===== src/sv/cle_pkg.sv =====
// ----------------------------------------------------------------------------
// Console line editor package
// Shared byte codes, widths and the controller/datapath command and status
// structs.
// ----------------------------------------------------------------------------
package cle_pkg;

  localparam int BYTE_W  = 8;
  localparam int LIMIT_W = 6;

  localparam logic [BYTE_W-1:0]  CH_CR = 8'h0D;
  localparam logic [BYTE_W-1:0]  CH_LF = 8'h0A;
  localparam logic [BYTE_W-1:0]  CH_BS = 8'h08;
  localparam logic [BYTE_W-1:0]  CH_SP = 8'h20;

  localparam logic [LIMIT_W-1:0] LIMIT_RESET = 6'd32;

  typedef struct packed {
    logic take_item;
    logic echo_load;
    logic rd_issue;
    logic line_load;
  } cle_cmd_t;

  typedef struct packed {
    logic out_free;
    logic echo_none;
    logic echo_last;
    logic flush_pend;
    logic line_last;
  } cle_sts_t;

endpackage


===== src/sv/cle_rx_if.sv =====
// ----------------------------------------------------------------------------
// Console receive channel
// Carries one received console byte per beat.
// ----------------------------------------------------------------------------
interface cle_rx_if
  import cle_pkg::*;
();
  logic              valid;
  logic              ready;
  logic [BYTE_W-1:0] rx_byte;

  modport source (output valid, output rx_byte, input ready);
  modport sink   (input valid, input rx_byte, output ready);
endinterface


===== src/sv/cle_tx_if.sv =====
// ----------------------------------------------------------------------------
// Console transmit channel
// Carries one echo byte or one byte of a finished line per beat.
// ----------------------------------------------------------------------------
interface cle_tx_if
  import cle_pkg::*;
();
  logic              valid;
  logic              ready;
  logic [BYTE_W-1:0] out_byte;

  modport source (output valid, output out_byte, input ready);
  modport sink   (input valid, input out_byte, output ready);
endinterface


===== src/sv/cle_cfg_if.sv =====
// ----------------------------------------------------------------------------
// Console line editor configuration channel
// Each beat writes the line limit register.
// ----------------------------------------------------------------------------
interface cle_cfg_if
  import cle_pkg::*;
();
  logic               valid;
  logic               ready;
  logic [LIMIT_W-1:0] line_limit;

  modport source (output valid, output line_limit, input ready);
  modport sink   (input valid, input line_limit, output ready);
endinterface


===== src/sv/console_line_editor_core.sv =====
// ----------------------------------------------------------------------------
// Console line editor core
// Builds a console line from received bytes with echo and emits the line
// when it ends.
// ----------------------------------------------------------------------------
// An item is taken in S_IDLE, after the previous item's last echo byte is loaded
// or its line has been emitted. An item without line end has up to 3 echo bytes.
// A line end reads each stored byte with a line store read, then an output load.
// A line is emitted on CR or LF, or once an ordinary byte fills it to limit minus one.
// Reset clears the fill count and sets the line limit to 32; the store is not cleared.
// ----------------------------------------------------------------------------
module console_line_editor_core
  import cle_pkg::*;
#(
  parameter int LINE_DEPTH = 32
) (
  input logic      clk,
  input logic      rst,
  cle_rx_if.sink   rx,
  cle_tx_if.source tx,
  cle_cfg_if.sink  cfg
);

  cle_cmd_t cmd;
  cle_sts_t sts;
  logic     in_ready;

  assign rx.ready = in_ready;

  cle_ctrl u_ctrl (
    .clk      (clk),
    .rst      (rst),
    .in_valid (rx.valid),
    .in_ready (in_ready),
    .sts      (sts),
    .cmd      (cmd)
  );

  cle_dp #(
    .LINE_DEPTH (LINE_DEPTH)
  ) u_dp (
    .clk     (clk),
    .rst     (rst),
    .rx_byte (rx.rx_byte),
    .cmd     (cmd),
    .sts     (sts),
    .tx      (tx),
    .cfg     (cfg)
  );

endmodule


===== src/sv/cle_ctrl.sv =====
// ----------------------------------------------------------------------------
// Console line editor controller
// Sequences input acceptance, echo bytes and the read-out of a finished line.
// ----------------------------------------------------------------------------
module cle_ctrl
  import cle_pkg::*;
(
  input  logic     clk,
  input  logic     rst,
  input  logic     in_valid,
  output logic     in_ready,
  input  cle_sts_t sts,
  output cle_cmd_t cmd
);

  typedef enum logic [3:0] {
    S_IDLE = 4'b0001,
    S_ECHO = 4'b0010,
    S_RD   = 4'b0100,
    S_LINE = 4'b1000
  } state_t;

  state_t state;
  state_t state_next;

  assign in_ready = (state == S_IDLE);

  always_comb begin
    state_next = state;
    cmd = '0;
    unique case (state)
      S_IDLE: begin
        if (in_valid) begin
          cmd.take_item = 1'b1;
          state_next = S_ECHO;
        end
      end
      S_ECHO: begin
        if (sts.echo_none) begin
          state_next = S_IDLE;
        end else if (sts.out_free) begin
          cmd.echo_load = 1'b1;
          if (sts.echo_last) begin
            state_next = sts.flush_pend ? S_RD : S_IDLE;
          end
        end
      end
      S_RD: begin
        cmd.rd_issue = 1'b1;
        state_next = S_LINE;
      end
      S_LINE: begin
        if (sts.out_free) begin
          cmd.line_load = 1'b1;
          state_next = sts.line_last ? S_IDLE : S_RD;
        end
      end
      default: state_next = S_IDLE;
    endcase
  end

  always_ff @(posedge clk) begin
    if (rst) begin
      state <= S_IDLE;
    end else begin
      state <= state_next;
    end
  end

  a_take_only_idle: assert property (@(posedge clk) disable iff (rst)
    cmd.take_item |=> state == S_ECHO)
    else $error("item accepted without entering the echo phase");

  a_load_needs_room: assert property (@(posedge clk) disable iff (rst)
    (cmd.echo_load || cmd.line_load) |-> sts.out_free)
    else $error("output register loaded while occupied");

  a_read_then_line: assert property (@(posedge clk) disable iff (rst)
    cmd.rd_issue |=> state == S_LINE)
    else $error("store read not followed by the line load phase");

endmodule


===== src/sv/cle_dp.sv =====
// ----------------------------------------------------------------------------
// Console line editor datapath
// Line store, fill count, limit register, echo selection and output register.
// ----------------------------------------------------------------------------
module cle_dp
  import cle_pkg::*;
#(
  parameter int LINE_DEPTH = 32
) (
  input  logic              clk,
  input  logic              rst,
  input  logic [BYTE_W-1:0] rx_byte,
  input  cle_cmd_t          cmd,
  output cle_sts_t          sts,
  cle_tx_if.source          tx,
  cle_cfg_if.sink           cfg
);

  localparam int AW = $clog2(LINE_DEPTH);
  localparam int FW = $clog2(LINE_DEPTH + 1);
  localparam int LW = LIMIT_W + 1;

  typedef enum logic [1:0] {
    KIND_ORD = 2'b00,
    KIND_EOL = 2'b01,
    KIND_BS  = 2'b10
  } kind_t;

  logic [BYTE_W-1:0]  line_store [LINE_DEPTH];
  logic [FW-1:0]      fill_count;
  logic [LIMIT_W-1:0] limit;
  logic [BYTE_W-1:0]  item_byte;
  kind_t              item_kind;
  logic [1:0]         echo_len;
  logic [1:0]         echo_idx;
  logic               flush_pend;
  logic [AW-1:0]      rd_ptr;
  logic [BYTE_W-1:0]  rd_data;
  logic               out_valid;
  logic [BYTE_W-1:0]  out_byte;

  kind_t              rx_kind;
  logic [LW-1:0]      eff_limit;
  logic               has_room;
  logic [FW-1:0]      fill_inc;
  logic               ord_flush;
  logic               mem_we;
  logic [BYTE_W-1:0]  mem_wd;
  logic [BYTE_W-1:0]  echo_byte;

  assign cfg.ready = 1'b1;

  always_comb begin
    if (rx_byte == CH_CR || rx_byte == CH_LF) begin
      rx_kind = KIND_EOL;
    end else if (rx_byte == CH_BS) begin
      rx_kind = KIND_BS;
    end else begin
      rx_kind = KIND_ORD;
    end
  end

  always_comb begin
    if (LW'(limit) < LW'(2)) begin
      eff_limit = LW'(2);
    end else if (LW'(limit) > LW'(LINE_DEPTH)) begin
      eff_limit = LW'(LINE_DEPTH);
    end else begin
      eff_limit = LW'(limit);
    end
  end

  assign has_room  = fill_count < FW'(LINE_DEPTH);
  assign fill_inc  = has_room ? fill_count + FW'(1) : fill_count;
  assign ord_flush = LW'(fill_inc) >= eff_limit - LW'(1);

  assign mem_we = cmd.take_item && has_room && (rx_kind != KIND_BS);
  assign mem_wd = (rx_kind == KIND_EOL) ? CH_LF : rx_byte;

  always_ff @(posedge clk) begin
    if (mem_we) begin
      line_store[fill_count[AW-1:0]] <= mem_wd;
    end
    if (cmd.rd_issue) begin
      rd_data <= line_store[rd_ptr];
    end
  end

  always_ff @(posedge clk) begin
    if (rst) begin
      limit <= LIMIT_RESET;
    end else if (cfg.valid) begin
      limit <= cfg.line_limit;
    end
  end

  always_ff @(posedge clk) begin
    if (rst) begin
      fill_count <= '0;
    end else if (cmd.take_item) begin
      case (rx_kind)
        KIND_BS: begin
          if (fill_count != '0) begin
            fill_count <= fill_count - FW'(1);
          end
        end
        default: fill_count <= fill_inc;
      endcase
    end else if (cmd.line_load && sts.line_last) begin
      fill_count <= '0;
    end
  end

  always_ff @(posedge clk) begin
    if (rst) begin
      echo_len   <= '0;
      echo_idx   <= '0;
      flush_pend <= 1'b0;
      rd_ptr     <= '0;
    end else begin
      if (cmd.take_item) begin
        echo_idx <= '0;
        rd_ptr   <= '0;
        case (rx_kind)
          KIND_EOL: begin
            echo_len   <= 2'd3;
            flush_pend <= 1'b1;
          end
          KIND_BS: begin
            echo_len   <= (fill_count != '0) ? 2'd3 : 2'd0;
            flush_pend <= 1'b0;
          end
          default: begin
            echo_len   <= 2'd1;
            flush_pend <= ord_flush;
          end
        endcase
      end
      if (cmd.echo_load) begin
        echo_idx <= echo_idx + 2'd1;
      end
      if (cmd.line_load) begin
        rd_ptr <= rd_ptr + AW'(1);
      end
    end
  end

  always_ff @(posedge clk) begin
    if (cmd.take_item) begin
      item_byte <= rx_byte;
      item_kind <= rx_kind;
    end
  end

  always_comb begin
    case (item_kind)
      KIND_EOL: echo_byte = (echo_idx == 2'd2) ? CH_LF : CH_CR;
      KIND_BS:  echo_byte = (echo_idx == 2'd1) ? CH_SP : CH_BS;
      default:  echo_byte = item_byte;
    endcase
  end

  always_ff @(posedge clk) begin
    if (rst) begin
      out_valid <= 1'b0;
    end else if (cmd.echo_load || cmd.line_load) begin
      out_valid <= 1'b1;
    end else if (tx.ready) begin
      out_valid <= 1'b0;
    end
  end

  always_ff @(posedge clk) begin
    if (cmd.echo_load) begin
      out_byte <= echo_byte;
    end else if (cmd.line_load) begin
      out_byte <= rd_data;
    end
  end

  assign tx.valid    = out_valid;
  assign tx.out_byte = out_byte;

  assign sts.out_free   = !out_valid || tx.ready;
  assign sts.echo_none  = (echo_len == 2'd0);
  assign sts.echo_last  = (echo_idx == echo_len - 2'd1);
  assign sts.flush_pend = flush_pend;
  assign sts.line_last  = (FW'(rd_ptr) + FW'(1) == fill_count);

  a_fill_bounded: assert property (@(posedge clk) disable iff (rst)
    fill_count < FW'(LINE_DEPTH))
    else $error("fill count reached the store depth");

  a_line_read_in_range: assert property (@(posedge clk) disable iff (rst)
    cmd.line_load |-> FW'(rd_ptr) < fill_count)
    else $error("line read past the stored bytes");

  a_line_end_clears: assert property (@(posedge clk) disable iff (rst)
    (cmd.line_load && sts.line_last) |=> fill_count == '0)
    else $error("fill count not cleared after the line was emitted");

endmodule

===== src/flat_wrapper.sv =====
// flat-port wrapper written by rule: the top's interface ports become plain ports
module console_line_editor_core_flat import cle_pkg::*;
#(
  parameter int LINE_DEPTH = 32
)
  (clk, rst, rx_valid, rx_rx_byte, rx_ready, tx_valid, tx_out_byte, tx_ready, cfg_valid, cfg_line_limit, cfg_ready);
  cle_rx_if rx_i ();
  cle_tx_if tx_i ();
  cle_cfg_if cfg_i ();
  input logic clk;
  input logic rst;
  input wire logic [$bits(rx_i.valid)-1:0] rx_valid;
  input wire logic [$bits(rx_i.rx_byte)-1:0] rx_rx_byte;
  output wire logic [$bits(rx_i.ready)-1:0] rx_ready;
  output wire logic [$bits(tx_i.valid)-1:0] tx_valid;
  output wire logic [$bits(tx_i.out_byte)-1:0] tx_out_byte;
  input wire logic [$bits(tx_i.ready)-1:0] tx_ready;
  input wire logic [$bits(cfg_i.valid)-1:0] cfg_valid;
  input wire logic [$bits(cfg_i.line_limit)-1:0] cfg_line_limit;
  output wire logic [$bits(cfg_i.ready)-1:0] cfg_ready;
  assign rx_i.valid = rx_valid;
  assign rx_i.rx_byte = rx_rx_byte;
  assign rx_ready = rx_i.ready;
  assign tx_valid = tx_i.valid;
  assign tx_out_byte = tx_i.out_byte;
  assign tx_i.ready = tx_ready;
  assign cfg_i.valid = cfg_valid;
  assign cfg_i.line_limit = cfg_line_limit;
  assign cfg_ready = cfg_i.ready;
  console_line_editor_core #(.LINE_DEPTH(LINE_DEPTH)) u_core (.clk(clk), .rst(rst), .rx(rx_i), .tx(tx_i), .cfg(cfg_i));
endmodule

===== config.mk =====
export PLATFORM = sky130hd
export DESIGN_NAME = console_line_editor_core_flat
export DESIGN_NICKNAME = d
export VERILOG_FILES = /design/src/sv/cle_pkg.sv /design/src/sv/cle_rx_if.sv /design/src/sv/cle_tx_if.sv /design/src/sv/cle_cfg_if.sv /design/src/sv/console_line_editor_core.sv /design/src/sv/cle_ctrl.sv /design/src/sv/cle_dp.sv /design/src/flat_wrapper.sv
export SDC_FILE = /design/constraint.sdc
export NUM_CORES = 1
export LEC_CHECK = 0
export BUFFER_PORTS_ARGS = -buffer_cell sky130_fd_sc_hd__buf_2
export CORE_AREA = 2 2 151 153
export CTS_BUF_LIST = sky130_fd_sc_hd__clkbuf_4
export CTS_CLUSTER_DIAMETER = 200
export CTS_CLUSTER_SIZE = 25
export DETAILED_ROUTE_END_ITERATION = 10
export DIE_AREA = 0 0 153 155
export PLACE_DENSITY = 0.75
export SETUP_SLACK_MARGIN = 0.3
export SYNTH_ARGS = -nofsm -noshare
export SYNTH_HDL_FRONTEND = slang
export SYNTH_SLANG_ARGS = --single-unit

===== constraint.sdc =====
create_clock -name clk -period 2.6 [get_ports clk]
set_input_delay 0.26 -clock clk [delete_from_list [all_inputs] [get_ports clk]]
set_output_delay 0.26 -clock clk [all_outputs]
set_load 0.01 [all_outputs]

==> impl_metrics.yaml <==
run_status:
  outcome: "complete, no violations"
timing:
  slew_headroom_pct: 47.2
  fin_skew_ps: 49.1
  worstMarginPinSlew_ps: 790
  tns_ps: 0
  max_freq_mhz: 428
  hold_viol_final: 0
  final-setup-viol-count: 0
  drv_slew: 0
  holdWs_ps: 57.1
  rsz0062_at_grt: "true"
  min_period_ps: 2340
  finalCritPeriodShare_pct: 89.8
clock_tree:
  numCtsBuffers: 16
  htreeDepth: 1
  cts_root_buf: "clkbuf_4"
  clock_latency_ps: 690
  cts.path.max_buffers: 3
  clk_pin_slew_ps: 250
  clkSinkCount: 309
  cts_tree: "yes"
worst_setup_path:
  cp.depth: 5
  crit_type: "register to register"
  path_cells: "buf_12 -> buf_16 -> mux4_2 -> mux4_2 -> mux2_4"
  arrival_ps: 2830
  critical_path.top_delay_family: "multiplexers"
  critPathLaunchType: "register"
  worst_path_max_delay_cell: "mux4_2"
  slowest_delay_ps: 550
  cp_common_cell: "mux4_2"
  critPathBufInv: 2
  required_ps: 3100
  critical_path_peak_fanout: 6
  rr_worst_depth: 5
  worstSetupEndpointType: "register"
logic_synthesis:
  synth_most_common_cell: "edfxtp_1"
  synth_cell_type_count: 54
  yosysTopAreaCell: "edfxtp_1"
  ys.flop_type: "edfxtp_1"
  synth_seq_cells: 309
  synth_common_cells: "282 x edfxtp_1, 80 x mux4_2, 57 x nor2_1"
  ys_seq_area_share_pct: 70.4
  syn-mean-instance-area_sq_um: 17.7
  ys.warnings.count: 0
  synth_area_sq_um: 12800
  synth_area_leaders: "edfxtp_1 66%, mux4_2 14%, dfxtp_1 4.2%"
  async_flop_share_pct: 0
  synth_edf_count: 282
  synth_top_area_share_pct: 66.2
  syn_inst: 722
detailed_routing:
  ant_nets: 0
  wire_per_inst_um: 25.6
  vias: 6944
  drt-initial-drc-count: 737
  routed_wl_mm: 28.2
  drc_errors: 0
  firstDrtPassIters: 5
  vias_per_cell: 6.28
grt:
  gr-total-overflow: 0
  grt_pass1_vias: 6838
  antenna_found_initial: 1
  grt_pass1_wl_mm: 41.7
  grt_max_degree: 69
  track_usage_pct: 23.3
floorplan:
  fp.coreArea_sq_um: 22200
  fp.dieH_um: 155
  rows: 55
  initial_utilization_pct: 57.6
  num_io_pins: 30
  die_w_um: 153
  die_area_sq_um: 23700
hold_path:
  whs_path_depth: 5
  hp-class: "primary input to register"
power_and_ir_drop:
  leakagePower_nw: 4.59
  ir_worst_vdd_mv: 0.507
  power_mw: 7.96
  pwr_density_cell_nw_per_um2: 542
finish:
  synthToLayoutAreaGrowth_pct: 14.7
  drive_gt1_share_pct: 32.7
  fin_nets: 847
job:
  maxCapViolCount: 0
place:
  dp_hpwl_mm: 17.3
  gp_congestion: 0.868
  port_buffers: 28
worst reg2reg max path: stages (launching register included):
cell,delay (ps)
dfxtp_4,460
buf_12,170
buf_16,150
mux4_2,550
mux4_2,540
mux2_4,280
stage by stage:
step | util [%] | cells | worst slack (ps) | area, sq um
final | 66.0 | 1105 | 264 | 14700
after global routing | 66.0 | 1105 | 154 | 14700
after CTS | 64.6 | 1089 | 260 | 14400
after detailed placement | 61.7 | 1027 | 87.6 | 13700
after global placement | 61.7 | 1027 | 153 | 13700
after floorplan | - | 723 | 306 | 13100
report_power, final:
part	switching, mW	internal, mW
registers	0.0389	5.48
logic	0.359	0.234
clock network	1.38	0.466
total	1.78	6.18
sequential cells by signal, summed over array words and instances (netlist names), 4 cells and up:
name                     count
u_core.u_dp.item_byte        8
u_core.u_ctrl.state          4
u_core.u_dp.rd_data          8
u_core.u_dp.line_store     256
u_core.u_dp.limit            6
u_core.u_dp.rd_ptr           5
u_core.u_dp.tx.out_byte      8
u_core.u_dp.fill_count       6
kinds of logic after synthesis:
group | after synthesis | share of synthesized area, %
mux | 96 | 15.4
fa+ha+maj | 18 | 1.76
compound gates | 72 | 3.40
xor+xnor | 15 | 1.03
flops | 309 | 70.4
simple gates | 156 | 6.09
buf+inv | 55 | 1.85
other cells | 1 | 0.0293
placed cells by master (no fill, tap or decap), drive strengths merged, types with 2 or more instances in the layout:
| cell | count |
|---|---|
| a211oi | 3 |
| a21o | 2 |
| a21oi | 24 |
| a311oi | 2 |
| a31oi | 3 |
| and2 | 2 |
| and3 | 2 |
| buf | 77 |
| clkbuf | 33 |
| conb | 2 |
| dfxtp | 27 |
| dlygate4sd3 | 24 |
| edfxtp | 282 |
| ha | 18 |
| inv | 15 |
| mux2 | 9 |
| mux2i | 7 |
| mux4 | 80 |
| nand2 | 31 |
| nand2b | 5 |
| nand3 | 14 |
| nand3b | 5 |
| nand4 | 2 |
| nand4b | 2 |
| nor2 | 57 |
| nor2b | 8 |
| nor3 | 9 |
| nor3b | 4 |
| nor4b | 4 |
| o211ai | 3 |
| o21a | 3 |
| o21ai | 18 |
| o22ai | 5 |
| o31ai | 2 |
| o32ai | 2 |
| or3 | 5 |
| or3b | 2 |
| or4b | 2 |
| xnor2 | 11 |
| xor2 | 4 |
metal layers:
metal / part of all wire [%] / vias up / wire length, um / GRT usage (%)
met3: 7.1 / 43 / 2000 / 3.73
met5: 0 / - / 0 / 0
li1: - / 3043 / - / -
met1: 42 / 3536 / 11800 / 33.6
met2: 49 / 322 / 13900 / 38.5
met4: 2.0 / 0 / 563 / 4.81
cell type report:
type	count	area, sq um
inverters	16	63.8
clock buffers	26	195
well taps	285	357
repair buffers	108	1050
fillers	1437	7550
clock inverters	1	16.3
flip-flops and latches	309	9030
multi-input cells	359	3950
diodes	1	2.50
what timing repair did:
item | 4_1_cts | 5_1_grt
cloned | 0 | 8
endpoints found under the hold margin | 37 | 0
gates resized for setup | 19 | 22
pin swaps | 6 | 11
buffers inserted | 11 | 7
endpoints found under the setup margin | 265 | 111
hold buffers | 24 | 0
worst paths after layout:
path,start,endpoint,slack (ps)
max,u_core.u_dp.rd_ptr[0],u_core.u_dp.rd_data[1],260
min,tx_ready,u_core.u_dp.echo_idx[0],60
max reg2reg,u_core.u_dp.rd_ptr[0],u_core.u_dp.rd_data[1],260
min reg2reg,u_core.u_dp.echo_len[0],u_core.u_dp.echo_len[0],510
(Power assumes the default switching activity.)
